## src/sv/emboss_3x3_rgb_filter_core_macros.svh

```systemverilog
// Assertion helpers shared by the emboss filter RTL.
`ifndef EMBOSS_3X3_RGB_FILTER_CORE_MACROS_SVH
`define EMBOSS_3X3_RGB_FILTER_CORE_MACROS_SVH

// Condition that must hold at every clock edge outside reset.
`define EMB_ASSERT_ALWAYS(label, clk, rst, cond) \
  label: assert property (@(posedge clk) disable iff (rst) (cond)) \
    else $error("%m: invariant violated");

// Same-cycle implication.
`define EMB_ASSERT_IMP(label, clk, rst, ante, cons) \
  label: assert property (@(posedge clk) disable iff (rst) (ante) |-> (cons)) \
    else $error("%m: implication violated");

// Next-cycle implication.
`define EMB_ASSERT_NEXT(label, clk, rst, ante, cons) \
  label: assert property (@(posedge clk) disable iff (rst) (ante) |=> (cons)) \
    else $error("%m: next-cycle implication violated");

`endif

```

## src/sv/emb_pkg.sv

```systemverilog
`default_nettype none

package emb_pkg;

  // Pixel and channel widths
  localparam int CH_W  = 8;
  localparam int PIX_W = 3 * CH_W;

  // Configuration register width and geometry width (covers dimensions up to 16383)
  localparam int CFG_W = 12;
  localparam int DIM_W = 14;
  localparam int MIN_DIM = 3;
  localparam int RESET_WIDTH  = 640;
  localparam int RESET_HEIGHT = 480;

  // Emboss arithmetic
  localparam int EMBOSS_BIAS = 128;
  localparam int CH_MAX      = 255;

  // APB port
  localparam int APB_AW = 3;
  localparam int APB_DW = 32;

  // Register indexes
  localparam logic REG_FRAME_WIDTH  = 1'b0;
  localparam logic REG_FRAME_HEIGHT = 1'b1;

  // Request kinds
  localparam logic REQ_PIXEL = 1'b0;
  localparam logic REQ_DRAIN = 1'b1;

  typedef struct packed {
    logic            req_type;
    logic [CH_W-1:0] red_in;
    logic [CH_W-1:0] green_in;
    logic [CH_W-1:0] blue_in;
  } pix_req_t;

  typedef struct packed {
    logic            last_of_frame;
    logic [CH_W-1:0] red_out;
    logic [CH_W-1:0] green_out;
    logic [CH_W-1:0] blue_out;
  } pix_res_t;

  // Frame geometry, derived from the frame size registers
  typedef struct packed {
    logic [DIM_W-1:0] used_w;
    logic [DIM_W-1:0] w_last;
    logic [DIM_W-1:0] w_m2;
    logic [DIM_W-1:0] h_last;
    logic [DIM_W-1:0] h_m2;
  } geom_t;

  // Where a result takes its value from
  typedef enum logic [2:0] {
    SEL_EMBOSS,
    SEL_PASS_LEFT,
    SEL_PASS_CENTRE,
    SEL_DRAIN_UPPER,
    SEL_DRAIN_MIDDLE
  } res_sel_t;

  // Decision made for a request at the moment it is accepted
  typedef struct packed {
    logic     is_pixel;
    logic     emit;
    logic     last;
    res_sel_t sel;
  } issue_t;

endpackage

`default_nettype wire

```

## src/sv/emb_datapath.sv

```systemverilog
`default_nettype none

module emb_datapath #(
  parameter int AW = 11
) (
  input  wire logic                      clk,
  input  wire logic                      rst,
  input  wire logic                      in_valid,
  input  wire emb_pkg::pix_req_t         in_payload,
  output logic                           in_ready,
  input  wire emb_pkg::issue_t           issue,
  input  wire logic [AW-1:0]             rd_addr,
  input  wire logic [emb_pkg::PIX_W-1:0] upper_rdata,
  input  wire logic [emb_pkg::PIX_W-1:0] middle_rdata,
  output logic                           wr_en,
  output logic [AW-1:0]                  wr_addr,
  output logic [emb_pkg::PIX_W-1:0]      upper_wdata,
  output logic [emb_pkg::PIX_W-1:0]      middle_wdata,
  output logic                           res_valid,
  input  wire logic                      res_ready,
  output emb_pkg::pix_res_t              res_payload
);
  import emb_pkg::*;
  `include "emboss_3x3_rgb_filter_core_macros.svh"

  // Working stage
  logic             s1_valid;
  issue_t           s1_issue;
  logic [PIX_W-1:0] s1_px;
  logic [AW-1:0]    s1_col;

  // Window columns kept between pixels (column 1 = left, column 2 = centre)
  logic [PIX_W-1:0] top_c1;
  logic [PIX_W-1:0] top_c2;
  logic [PIX_W-1:0] mid_c1;
  logic [PIX_W-1:0] mid_c2;
  logic [PIX_W-1:0] bot_c2;

  logic             accept;
  logic             go;
  logic             commit;
  logic [PIX_W-1:0] emb_px;
  logic [PIX_W-1:0] res_px;

  function automatic logic [CH_W-1:0] emboss_ch(input logic [CH_W-1:0] n0,
                                                input logic [CH_W-1:0] n1,
                                                input logic [CH_W-1:0] n2,
                                                input logic [CH_W-1:0] p0,
                                                input logic [CH_W-1:0] p1,
                                                input logic [CH_W-1:0] p2);
    logic [9:0]  pos;
    logic [9:0]  neg;
    logic [10:0] diff;
    pos  = 10'(EMBOSS_BIAS) + 10'(p0) + 10'(p1) + 10'(p2);
    neg  = 10'(n0) + 10'(n1) + 10'(n2);
    diff = {1'b0, pos} - {1'b0, neg};
    if (diff[10]) begin
      return '0;
    end else if (diff[9:0] > 10'(CH_MAX)) begin
      return CH_W'(CH_MAX);
    end else begin
      return diff[CH_W-1:0];
    end
  endfunction

  // Handshake: the stage moves on unless its result would land on a stalled one
  assign go       = !s1_issue.emit || !res_valid || res_ready;
  assign commit   = s1_valid && go;
  assign in_ready = !s1_valid || go;
  assign accept   = in_valid && in_ready;

  always_ff @(posedge clk) begin
    if (rst) begin
      s1_valid <= 1'b0;
    end else if (accept) begin
      s1_valid <= 1'b1;
    end else if (commit) begin
      s1_valid <= 1'b0;
    end
  end

  always_ff @(posedge clk) begin
    if (accept) begin
      s1_issue <= issue;
      s1_px    <= {in_payload.red_in, in_payload.green_in, in_payload.blue_in};
      s1_col   <= rd_addr;
    end
  end

  // Line store update: upper takes the old middle entry, middle takes the pixel
  assign wr_en        = commit && s1_issue.is_pixel;
  assign wr_addr      = s1_col;
  assign upper_wdata  = middle_rdata;
  assign middle_wdata = s1_px;

  // Window shift
  always_ff @(posedge clk) begin
    if (rst) begin
      top_c1 <= '0;
      top_c2 <= '0;
      mid_c1 <= '0;
      mid_c2 <= '0;
      bot_c2 <= '0;
    end else if (wr_en) begin
      top_c1 <= top_c2;
      top_c2 <= upper_rdata;
      mid_c1 <= mid_c2;
      mid_c2 <= middle_rdata;
      bot_c2 <= s1_px;
    end
  end

  // Emboss on the shifted window, per channel
  always_comb begin
    for (int c = 0; c < 3; c++) begin
      emb_px[c*CH_W +: CH_W] = emboss_ch(top_c1[c*CH_W +: CH_W],
                                         top_c2[c*CH_W +: CH_W],
                                         mid_c1[c*CH_W +: CH_W],
                                         middle_rdata[c*CH_W +: CH_W],
                                         bot_c2[c*CH_W +: CH_W],
                                         s1_px[c*CH_W +: CH_W]);
    end
  end

  // Result source
  always_comb begin
    unique case (s1_issue.sel)
      SEL_EMBOSS:       res_px = emb_px;
      SEL_PASS_LEFT:    res_px = mid_c1;
      SEL_PASS_CENTRE:  res_px = mid_c2;
      SEL_DRAIN_UPPER:  res_px = upper_rdata;
      SEL_DRAIN_MIDDLE: res_px = middle_rdata;
      default:          res_px = mid_c2;
    endcase
  end

  // Output register
  always_ff @(posedge clk) begin
    if (rst) begin
      res_valid <= 1'b0;
    end else if (commit && s1_issue.emit) begin
      res_valid <= 1'b1;
    end else if (res_ready) begin
      res_valid <= 1'b0;
    end
  end

  always_ff @(posedge clk) begin
    if (commit && s1_issue.emit) begin
      res_payload.last_of_frame <= s1_issue.last;
      res_payload.red_out       <= res_px[2*CH_W +: CH_W];
      res_payload.green_out     <= res_px[CH_W +: CH_W];
      res_payload.blue_out      <= res_px[0 +: CH_W];
    end
  end

  // Checks
  `EMB_ASSERT_NEXT(a_emit_lands, clk, rst, commit && s1_issue.emit, res_valid)
  `EMB_ASSERT_IMP(a_no_overwrite, clk, rst, res_valid && !res_ready, !(commit && s1_issue.emit))

endmodule

`default_nettype wire

```

## config.mk

```make
export PLATFORM = sky130hd
export DESIGN_NAME = emb_datapath
export DESIGN_NICKNAME = d
export VERILOG_FILES = /design/src/sv/emb_pkg.sv /design/src/sv/emb_datapath.sv
export VERILOG_INCLUDE_DIRS = /design/src /design/src/sv
export SDC_FILE = /design/constraint.sdc
export NUM_CORES = 1
export LEC_CHECK = 0
export BUFFER_PORTS_ARGS = -buffer_cell sky130_fd_sc_hd__buf_2
export CORE_MARGIN = 2
export CORE_UTILIZATION = 55
export DETAILED_ROUTE_END_ITERATION = 10
export PLACE_DENSITY = 0.78
export SLEW_MARGIN = 20
export SYNTH_ARGS = -nofsm -noshare
export SYNTH_HDL_FRONTEND = slang
export SYNTH_SLANG_ARGS = --single-unit
```

## constraint.sdc

```tcl
create_clock -name clk -period 6.22 [get_ports clk]
set_clock_uncertainty 0.1 [all_clocks]
set_input_delay 0.311 -clock clk [delete_from_list [all_inputs] [get_ports clk]]
set_output_delay 0.311 -clock clk [all_outputs]
set_load 0.05 [all_outputs]
```

# Word level (Yosys, flattened, before mapping)
# Cells that the tools add are included.
# Widths: inputs -> output; s select.
# word_totals
in_bits	94
register_bits	188
# op_classes
n_reduce_logical	13
eq_ne	3
n_addsub	18
order_cmp	3
muxes	11
# ops
operator	count
$pmux 24 s4	1
$add 9x8->10	6
$mux 8	6
$sub 10x10->11	3
$add 10x8->10	3
$gt 10x8->1 const B	3
$add 8x8->9	3
$add 8x8->9 const A	3
$logic_and 1x1->1	4
$mux 1	4
$reduce_bool 2->1	2
$eq 3x1->1 const B	1
$eq 3x2->1 const B	1
$eq 3x3->1 const B	1
$logic_not 1->1	3
$logic_not 3->1	1
$logic_or 1x1->1	3

# Longest topological paths before layout
# Gate-level depths: netlist of run 1.
# depth
ltp_word	8
mapped_depth	17

# Worst setup path after synthesis of run 1
# OpenSTA, ideal clock, no wires.
# synth_timing
kind	flip-flop to flip-flop
start	register s1_px[15], in the netlist middle_wdata[15]
end	register res_payload[15] in the netlist's numbering, data pin
path_slack_ps	1384
n_path_buf	0
setup_ps	254
t_arrival_ps	4483
period_less_slack_ps	4836
required_ps	5866
path_stages_with_launch	16
cell_sequence	edfxtp_1 inv_1 fa_1 inv_1 fa_1 fa_1 inv_1 fa_1 inv_1 ha_1 a21oi_2 a21oi_1 a2111oi_4 o2111ai_4 a21o_1 a21o_1
# synth_between
elab_chain_len	6
# synth_rtl
element	line	text
start, declared	emb_datapath.sv:29	logic [PIX_W-1:0] s1_px;
start signal, assigned	emb_datapath.sv:85	s1_px <= {in_payload.red_in, in_payload.green_in, in_payload.blue_in};
$add 10x8->10 *	emb_datapath.sv:54	pos = 10'(EMBOSS_BIAS) + 10'(p0) + 10'(p1) + 10'(p2);
$sub 10x10->11 *	emb_datapath.sv:56	diff = {1'b0, pos} - {1'b0, neg};
$gt 10x8->1	emb_datapath.sv:59	end else if (diff[9:0] > 10'(CH_MAX)) begin
$mux 8	emb_datapath.sv:59	
$mux 8 *	emb_datapath.sv:57	if (diff[10]) begin
$pmux 24 s4 *	emb_datapath.sv:127	unique case (s1_issue.sel)
via res_px[15]	emb_datapath.sv:43	logic [PIX_W-1:0] res_px;
end, declared	emb_datapath.sv:21	output emb_pkg::pix_res_t res_payload
# Mark *: on every way through the listed nets, which the timed path passes. The rest lies on a longest branch.
# A chain may end at the register's enable or synchronous reset.

# Worst setup path after layout of run 1
# layout_timing
start	register s1_px[7], in the netlist middle_wdata[7]
end	register res_payload[0] in the netlist's numbering, data pin
# Same word-level chain as after synthesis.

==> results.json, run 1 <==
{
  "relSlewSlack_pct": 30.91,
  "start_util_pct": 55.72,
  "power_frac_comb_pct": 34.7,
  "vias_per_cell": 5.322,
  "num_vias": 9441,
  "holdCritPathClass": "in2reg",
  "nNetsFinal": 1736,
  "ir_drop_v": 0.0001694,
  "cts_buffers": 17,
  "cts_tree": "yes",
  "synth_fp_nets": 1566,
  "synthesis.area_um2": 11680,
  "p_per_area_nw_per_um2": 279.5,
  "antenna_cells": 0,
  "post-place-ws_ns": 1.308,
  "timing.rr.end": "res_payload[0]$_DFFE_PP_",
  "synth_cell_types": 54,
  "grt_pass1_vias": 9427,
  "path_class": "reg2reg",
  "hold_viol": 0,
  "grt_max_degree": 69,
  "rows": 53,
  "synth_ff_type": "dfxtp_1",
  "die_w_um": 149.7,
  "synth_top_cell_by_area": "dfxtp_1",
  "overflow": 0,
  "insertion_delay_ns": 0.43,
  "status": "finished clean",
  "worstSetupEndpoint": "res_payload[0]$_DFFE_PP_",
  "avgSynthCellArea_um2": 8.872,
  "fin_tns_setup_ns": 0,
  "timing.fmax_ghz": 0.2063,
  "htreeDepth": 4,
  "r2r-start": "middle_wdata[7]$_DFFE_PP_",
  "layout-drive-gt1-share_pct": 16.68,
  "post_drt_wl_per_cell_um": 15.41,
  "finalCriticalPeriod_ns": 4.848,
  "internal_power_mw": 2.424,
  "drtPass1Iterations": 5,
  "synth_edf_count": 66,
  "synth.yosys.seq_area_share_pct": 37.89,
  "drt_iter0_markers": 645,
  "core_um2": 20960,
  "ys_async_sr_fraction_pct": 0,
  "pwr-share-seq_pct": 35.2,
  "p_sw_mw": 1.397,
  "pin_count": 181,
  "power.leakage_nw": 5.791,
  "gr-usage-all-layers_pct": 25.26,
  "dpl.hpwl_mm": 18.27,
  "routed_wl_mm": 27.35,
  "synth_area_leaders": "dfxtp_1, edfxtp_1, fa_1, nand2_1, a21oi_1",
  "setup.worst_path.start": "middle_wdata[7]$_DFFE_PP_",
  "r2r_cells": 15,
  "port_buffers": 179,
  "fin_crit_sh_pct": 77.95,
  "required_ns": 6.40,
  "syn2layout_area_growth_pct": 17.07,
  "setup_ws_ns": 1.372,
  "switching_share_pct": 36.56,
  "cp.arrival_ns": 5.03,
  "path_clk_slew_ns": 0.08,
  "finalWeightedCongestion": 0.8469,
  "cts_sinks": 188,
  "max_slew.worst_pin.slew_ns": 1.036,
  "r2r_slack_ns": 1.37,
  "grt_pass1_wl_mm": 45.11,
  "worst-path-max-fanout": 8,
  "final-setup-viol-count": 0,
  "cp-start-kind": "register",
  "clkPwrFrac_pct": 30.0,
  "rsz0062_at_grt": "no",
  "synth-seq-cells": 188,
  "root_buffer": "clkbuf_16",
  "yosysTopAreaCellShare_pct": 20.92,
  "cts.repair.resized": 0,
  "dieArea_um2": 22410,
  "synth_cells": 1316,
  "end_kind": "register",
  "clk_path_buf_depth": 2,
  "ant_nets": 0,
  "grt_antenna_before_repair": 0,
  "maxSlewViolCount": 0,
  "route.detailed.drc": 0,
  "cap_viol_max_count": 0,
  "die_height_um": 149.7,
  "yosysWarnings": 0
}
-- repair_timing --
action,in CTS,in global routing
endpoints found under the hold margin,41,0
hold buffers,41,0
setup buffers,0,0
-- synthesized netlist by cell type, types with 6 or more instances --
library cell / n
ha_1: 66
dfxtp_1: 122
fa_1: 90
o21a_1: 6
o21ai_0: 13
o21ai_1: 14
edfxtp_1: 66
o22ai_1: 23
buf_1: 11
nand2b_1: 10
clkbuf_1: 40
o211ai_1: 7
nand2_1: 258
a21o_1: 11
nor2_1: 69
xnor2_1: 6
buf_4: 24
a21oi_1: 178
inv_1: 224
-- cells in the final DEF (no fill, tap or decap), types with 4 or more instances in the layout --
| cell | count |
|---|---|
| dfxtp_1 | 122 |
| fa_1 | 90 |
| buf_4 | 12 |
| nand2_1 | 258 |
| o21a_1 | 6 |
| dlygate4sd3_1 | 41 |
| nor3_1 | 4 |
| o21ai_1 | 14 |
| inv_6 | 6 |
| a21oi_1 | 178 |
| buf_2 | 178 |
| a21o_1 | 11 |
| inv_1 | 223 |
| o211ai_1 | 7 |
| ha_1 | 66 |
| clkbuf_16 | 17 |
| xnor2_1 | 6 |
| inv_8 | 4 |
| edfxtp_1 | 66 |
| nor2_1 | 68 |
| a221oi_1 | 4 |
| nand3_1 | 4 |
| nand2b_1 | 10 |
| nor2b_1 | 5 |
| o21ai_0 | 13 |
| o22ai_1 | 23 |
-- cell type report --
class | count | area (um^2)
clock buffers | 17 | 425.4
repair buffers | 231 | 1391
well taps | 275 | 344.1
fillers | 1700 | 7286
flip-flops and latches | 188 | 4424
multi-input cells | 824 | 6048
inverters | 224 | 843.3
clock inverters | 15 | 192.7
-- worst max-delay path: stages (launching register included) --
cell      delay [ns]
edfxtp_1        0.39
inv_1           0.08
fa_1            0.52
inv_1           0.05
fa_1            0.46
fa_1            0.54
inv_1           0.05
fa_1            0.49
inv_1           0.04
ha_1            0.36
a21o_1          0.20
a21o_1          0.17
a221oi_1        0.39
mux2i_2         0.50
o21ai_1         0.18
a21oi_1         0.17
-- power groups by stage --
| stage | Combinational [mW] | Clock (mW) | Sequential, mW |
|---|---|---|---|
| floorplan | 0.945 | 0 | 1.43 |
| global placement | 1.24 | 0 | 1.37 |
| detailed placement | 1.28 | 0 | 1.37 |
| CTS | 1.32 | 1.17 | 1.35 |
| global route | 1.47 | 1.21 | 1.35 |
| finish | 1.33 | 1.15 | 1.35 |
-- registers in the layout, summed over array words and instances, names as in the netlist --
register and count:
res_payload 25, bot_c2 24, mid_c1 24, mid_c2 24, middle_wdata 24, top_c1 24, top_c2 24, wr_addr 11
s1_issue 6, res_valid 1, s1_valid 1
-- through the flow --
step | total power, mW | hold slack, ns | cell area (um^2) | utilization, % | cells
3_5_place_dp | 2.658 | 0.3170 | 12640 | 60.32 | 1701
2_1_floorplan | 2.380 | 0.3003 | 11680 | - | 1316
5_1_grt | 4.032 | 0.01733 | 13670 | 65.23 | 1774
4_1_cts | 3.832 | 0.005457 | 13670 | 65.23 | 1774
3_3_place_gp | 2.618 | 0.3131 | 12640 | 60.32 | 1701
6_report | 3.821 | 0.02216 | 13670 | 65.23 | 1774
-- worst min path at each step --
stage / from / endpoint / slack (ns) / cells past startpoint
5_1_grt: upper_rdata[12] / top_c2[12]$_SDFFE_PP0P_ / 0.02 / 3
3_3_place_gp: s1_issue[3]$_DFFE_PP_ / res_payload[24]$_DFFE_PP_ / 0.31 / 0
3_5_place_dp: s1_issue[3]$_DFFE_PP_ / res_payload[24]$_DFFE_PP_ / 0.32 / 0
6_report: upper_rdata[8] / top_c2[8]$_SDFFE_PP0P_ / 0.02 / 3
4_1_cts: upper_rdata[8] / top_c2[8]$_SDFFE_PP0P_ / 0.005 / 3
2_1_floorplan: s1_issue[3]$_DFFE_PP_ / res_payload[24]$_DFFE_PP_ / 0.30 / 0
-- metal layers --
metal	global-route usage (%)	wire length, um
met1	33.21	11770
met2	42.41	13270
met3	4.878	1734
met4	7.925	571
met5	0	0
-- cell families after synthesis --
| kind of cell | count (synthesis) | share of synthesized area, % |
|---|---|---|
| and+or+nand+nor | 367 | 12.87 |
| buffers and inverters | 304 | 10.60 |
| AOI/OAI and AO/OA | 289 | 15.14 |
| DFF | 188 | 37.89 |
| adders and majority gates | 156 | 22.50 |
| xor gates and xnor gates | 9 | 0.6751 |
| muxes | 3 | 0.3215 |
No activity file was read; power rests on OpenSTA's default activity.
==> run 2, diff against run 1 <==
- ABC_AREA: default -> 1
- CORE_UTILIZATION: 55 -> 52
- PLACE_DENSITY: 0.78 -> 0.77
- clock period: 6.22 -> 4.2 ns (I/O delays scaled with it)
==> results.json, run 2 <==
{
  "grt_pass1_vias": 9847,
  "holdCritPathClass": "in2reg",
  "clk_path_buf_depth": 2,
  "cts_sinks": 188,
  "synth_edf_count": 66,
  "min_path_cells": 3,
  "overflow": 0,
  "fin_tns_setup_ns": 0,
  "start_util_pct": 53.03,
  "avgSynthCellArea_um2": 8.568,
  "routed_wl_mm": 30.61,
  "worst_hold_slack_ns": 0.002523,
  "timing.rr.end": "res_payload[15]$_DFFE_PP_",
  "vias_per_cell": 5.212,
  "insertion_delay_ns": 0.44,
  "required_ns": 4.29,
  "n_fill_cell": 1678,
  "end_kind": "register",
  "antenna_cells": 0,
  "path_clk_slew_ns": 0.07,
  "hold_viol": 0,
  "finalWeightedCongestion": 0.9159,
  "rows": 54,
  "timing.fmax_ghz": 0.2429,
  "syn2layout_area_growth_pct": 27.63,
  "ir_drop_v": 0.0003180,
  "setup.worst_path.start": "middle_rdata[3]",
  "layout_commonest_cell": "inv_1",
  "synth_cell_types": 33,
  "cts_buffers": 17,
  "relSlewSlack_pct": 31.68,
  "whs_endpoint": "mid_c2[7]$_SDFFE_PP0P_",
  "grt_max_degree": 86,
  "fin_crit_sh_pct": 98.03,
  "largest_reg_flops": 25,
  "status": "finished clean",
  "gr-usage-all-layers_pct": 25.47,
  "max_slew.worst_pin.slew_ns": 1.023,
  "post_drt_wl_per_cell_um": 16.26,
  "ant_nets": 0,
  "synth_cells": 1355,
  "port_buffers": 179,
  "synth_commonest_cells": "inv_1, nand2_1, a21oi_1, dfxtp_1, fa_1",
  "wl_met2_mm": 15.16,
  "worst-path-max-fanout": 8,
  "synth.most_common_cell": "inv_1",
  "r2r_slack_ns": 0.11,
  "layout-drive-gt1-share_pct": 24.39,
  "finalCriticalPeriod_ns": 4.117,
  "final_cell_mix": "inv_1, nand2_1, buf_2",
  "synth_fp_nets": 1605,
  "synth_top_cell_by_area": "dfxtp_1",
  "grt_pass1_wl_mm": 47.88,
  "p_per_area_nw_per_um2": 536.9,
  "dpl.hpwl_mm": 19.94,
  "synth_area_leaders": "dfxtp_1, edfxtp_1, fa_1, inv_1, a21oi_1",
  "drtPass1Iterations": 5,
  "die_height_um": 153.4,
  "die_w_um": 153.4,
  "rsz0062_at_grt": "yes",
  "cap_viol_max_count": 0,
  "htreeDepth": 4,
  "nNetsFinal": 1840,
  "cp-start-kind": "primary input",
  "wl_met3_mm": 1.938,
  "yosysWarnings": 0,
  "cts_tree": "yes",
  "synth-seq-cells": 188,
  "num_vias": 9815,
  "top_register": "res_payload",
  "power.leakage_nw": 6.629,
  "highest_layer": "met4",
  "ys_async_sr_fraction_pct": 0,
  "grt_antenna_before_repair": 0,
  "core_um2": 21890,
  "cp.arrival_ns": 4.21,
  "final-setup-viol-count": 0,
  "dieArea_um2": 23540,
  "yosysTopAreaCellShare_pct": 21.04,
  "synth.yosys.seq_area_share_pct": 38.11,
  "synth_ff_type": "dfxtp_1",
  "path_class": "in2reg",
  "pin_count": 181,
  "regArea_um2": 4424,
  "worstHoldStart": "middle_rdata[7]",
  "drt_iter0_markers": 665,
  "root_buffer": "clkbuf_16",
  "route.detailed.drc": 0,
  "r2r-start": "middle_wdata[9]$_DFFE_PP_",
  "r2r_cells": 19,
  "drt-met1-wl_mm": 12.88,
  "multiInputGateArea_um2": 6380,
  "maxSlewViolCount": 0,
  "synthesis.area_um2": 11610
}
==> run 2: kinds of logic after synthesis <==
logic type,after synthesis,share of synthesized area [%]
buffers and inverters,363,12.78
AND/OR/NAND/NOR,344,12.63
AO/OA/AOI/OAI,295,13.17
flip-flops,188,38.11
adder cells (fa/ha/maj),156,22.63
XOR/XNOR,9,0.6790
==> run 2: worst max-delay path, cell delays in order <==
cell           delay (ns)
dlygate4sd3_1        0.52
buf_2                0.11
inv_1                0.07
fa_1                 0.54
inv_1                0.05
fa_1                 0.49
inv_1                0.06
fa_1                 0.54
inv_1                0.05
ha_1                 0.32
ha_4                 0.27
or2_1                0.27
nand3_2              0.09
nand2_1              0.05
nand2_1              0.08
nand2_1              0.11
inv_4                0.14
nand3_2              0.08
nand2_2              0.09
a21oi_2              0.05
==> run 2: timing repair <==
| action | in CTS | in global routing |
|---|---|---|
| buffers inserted | 2 | 6 |
| endpoints found under the setup margin | 14 | 24 |
| resized for setup | 7 | 129 |
| pin swaps | 2 | 67 |
| hold buffers | 78 | 0 |
| hold endpoints to repair | 78 | 0 |
==> run 2: routing by layer <==
| layer | vias up | GRT usage, % |
|---|---|---|
| li1 | 4733 | - |
| met1 | 4689 | 32.89 |
| met2 | 337 | 42.67 |
| met3 | 56 | 5.075 |
| met4 | 0 | 9.393 |
| met5 | - | 0 |
==> run 2: layout make-up <==
type,count,share of cell area [%]
multi-input cells,804,43.05
flip-flops and latches,188,29.86
repair buffers,288,12.97
inverters,291,7.405
clock buffers,18,2.896
well taps,280,2.364
clock inverters,14,1.452
==> run 2: worst max-delay path by stage <==
| stage | endpoint | slack [ns] |
|---|---|---|
| 2_1_floorplan | res_payload[13]$_DFFE_PP_ | 0.006 |
| 3_3_place_gp | res_payload[7]$_DFFE_PP_ | 0.0002 |
| 3_5_place_dp | res_payload[7]$_DFFE_PP_ | -0.02 |
| 4_1_cts | res_payload[0]$_DFFE_PP_ | -0.004 |
| 5_1_grt | res_payload[21]$_DFFE_PP_ | -0.08 |
| 6_report | res_payload[2]$_DFFE_PP_ | 0.08 |
==> run 2: power breakdown <==
part           internal (mW)  total (mW)  switching, mW
clock                   1.06        1.81          0.746
sequential              1.98        2.02         0.0451
combinational           1.65        4.12           2.47
==> run 2: metrics by stage <==
step | cell area, um^2 | std cells | power (mW) | setup slack, ns | utilization, %
detailed placement | 12690 | 1765 | 5.117 | -0.01820 | 57.99
finish | 14820 | 1883 | 7.955 | 0.08265 | 67.69
CTS | 14160 | 1877 | 7.030 | -0.003984 | 64.67
global route | 14820 | 1883 | 8.501 | -0.08319 | 67.69
floorplan | 11660 | 1355 | 4.425 | 0.005984 | -
global placement | 12690 | 1765 | 5.054 | 0.0001621 | 57.99
==> run 3, diff against run 2 <==
- ABC_AREA: 1 -> default
- BUFFER_PORTS_ARGS: -buffer_cell sky130_fd_sc_hd__buf_2 -> default
- CORE_UTILIZATION: 52 -> 55
- DONT_BUFFER_PORTS: default -> 1
- PLACE_DENSITY: 0.77 -> 0.73
==> results.json, run 3 (synthesized netlist as in run 1, its figures left out) <==
{
  "r2r_cells": 17,
  "setup.worst_path.start": "middle_wdata[9]$_DFFE_PP_",
  "cap_viol_max_count": 0,
  "cp_cell_sequence": "fa_1 > inv_2 > fa_1 > fa_1 > inv_2 > ha_4 > ha_4 > inv_2 > fa_2 > nor2b_4 > o31a_4 > buf_6 > or4_4 > o2111ai_4 > buf_12 > o21ai_1 > a21oi_1",
  "clk_path_buf_depth": 2,
  "maxSlewViolCount": 0,
  "dpl.hpwl_mm": 19.44,
  "finalWeightedCongestion": 0.9042,
  "die_w_um": 149.7,
  "cp.arrival_ns": 4.63,
  "ant_nets": 0,
  "routed_wl_mm": 30.17,
  "holdCritPathClass": "in2reg",
  "path_clk_slew_ns": 0.08,
  "cts_buffers": 17,
  "final-setup-viol-count": 24,
  "overflow": 0,
  "violations": "negative setup slack",
  "relSlewSlack_pct": 36.67,
  "power.leakage_nw": 5.859,
  "cp-start-kind": "register",
  "grt_max_degree": 123,
  "critPathSlowestCell": "fa_1",
  "post_drt_wl_per_cell_um": 17.20,
  "rows": 53,
  "vias_per_cell": 5.378,
  "min_path_cells": 2,
  "drtPass1Iterations": 5,
  "start_util_pct": 55.72,
  "ir_drop_v": 0.0002890,
  "num_vias": 9433,
  "design_area_um2": 14710,
  "cts_sinks": 188,
  "max_slew.worst_pin.slew_ns": 0.9477,
  "max_stage_delay_ns": 0.56,
  "timing.fmax_ghz": 0.2250,
  "grt_pass1_wl_mm": 47.97,
  "p_total_mw": 6.353,
  "worst_hold_slack_ns": 0.04210,
  "final_cell_mix": "nand2_1, inv_1, a21oi_1",
  "r2r-start": "middle_wdata[9]$_DFFE_PP_",
  "drt_iter0_markers": 650,
  "cts_tree": "yes",
  "fin_crit_sh_pct": 105.8,
  "grt_pass1_vias": 9650,
  "worstHoldStart": "upper_rdata[21]",
  "port_buffers": 0,
  "status": "complete, but fails checks",
  "syn2layout_area_growth_pct": 25.96,
  "path_class": "reg2reg",
  "p_per_area_nw_per_um2": 431.9,
  "pin_count": 181,
  "worst-path-max-fanout": 7,
  "post-place-ws_ns": -0.3045,
  "finalCriticalPeriod_ns": 4.445,
  "required_ns": 4.39,
  "setup_ws_ns": -0.2446,
  "antenna_cells": 0,
  "htreeDepth": 4,
  "core_um2": 20960,
  "top_register": "res_payload",
  "insertion_delay_ns": 0.45,
  "nNetsFinal": 1716,
  "root_buffer": "clkbuf_16",
  "grt_antenna_before_repair": 0,
  "die_height_um": 149.7,
  "dieArea_um2": 22410,
  "layout_commonest_cell": "nand2_1",
  "gr-usage-all-layers_pct": 27.46,
  "route.detailed.drc": 0,
  "dpl-instance-area_um2": 12630,
  "largest_reg_flops": 25,
  "end_kind": "register",
  "layout-drive-gt1-share_pct": 19.27,
  "rsz0062_at_grt": "yes",
  "hold_viol": 0,
  "fin_tns_setup_ns": -3.657
}
==> run 3: critical path, delay by kind of cell (launching register included) <==
kind,cells,cell delay [ns]
buf+inv,5,0.44
flops,1,0.42
fa+ha+maj,6,2.19
compound gates,4,0.66
simple gates,2,0.48
==> run 3: final timing paths <==
check	slack, ns	endpoint
worst max register to register	-0.24	res_payload[9]$_DFFE_PP_
worst min register to register	0.34	res_payload[24]$_DFFE_PP_
worst min-delay path	0.04	res_payload[21]$_DFFE_PP_
worst max-delay path	-0.24	res_payload[9]$_DFFE_PP_
==> run 3: what timing repair did <==
| action | in CTS | in global routing |
|---|---|---|
| hold endpoints to repair | 176 | 0 |
| buffers inserted | 8 | 8 |
| hold buffers | 92 | 0 |
| resized for setup | 55 | 42 |
| pin swaps | 56 | 38 |
| endpoints found under the setup margin | 24 | 24 |
==> run 3: where the power goes <==
part	total (mW)	leakage, nW	internal, mW	switching (mW)
clock	1.61	0.279	0.792	0.814
sequential	2.05	1.62	1.95	0.0931
combinational	2.70	3.96	1.31	1.39
==> run 3: routing by layer <==
layer / track usage (%) / share of wire (%) / up-vias
met4: 9.198 / 2.3 / 0
met1: 34.14 / 40 / 4514
met3: 5.884 / 7.5 / 60
met2: 47.64 / 50 / 360
li1: - / - / 4499
met5: 0 / 0 / -
==> run 3: metrics by stage <==
step,instances,util [%]
after floorplan,1316,-
after global placement,1614,60.28
after detailed placement,1614,60.28
after CTS,1746,69.15
after global routing,1754,70.19
final,1754,70.19
==> run 3: final cells by class <==
| cell class | instances | area [um^2] |
|---|---|---|
| clock inverters | 15 | 161.4 |
| multi-input cells | 824 | 6620 |
| flip-flops and latches | 188 | 4432 |
| clock buffers | 17 | 425.4 |
| repair buffers | 211 | 1882 |
| fillers | 1527 | 6247 |
| inverters | 224 | 843.3 |
| well taps | 275 | 344.1 |
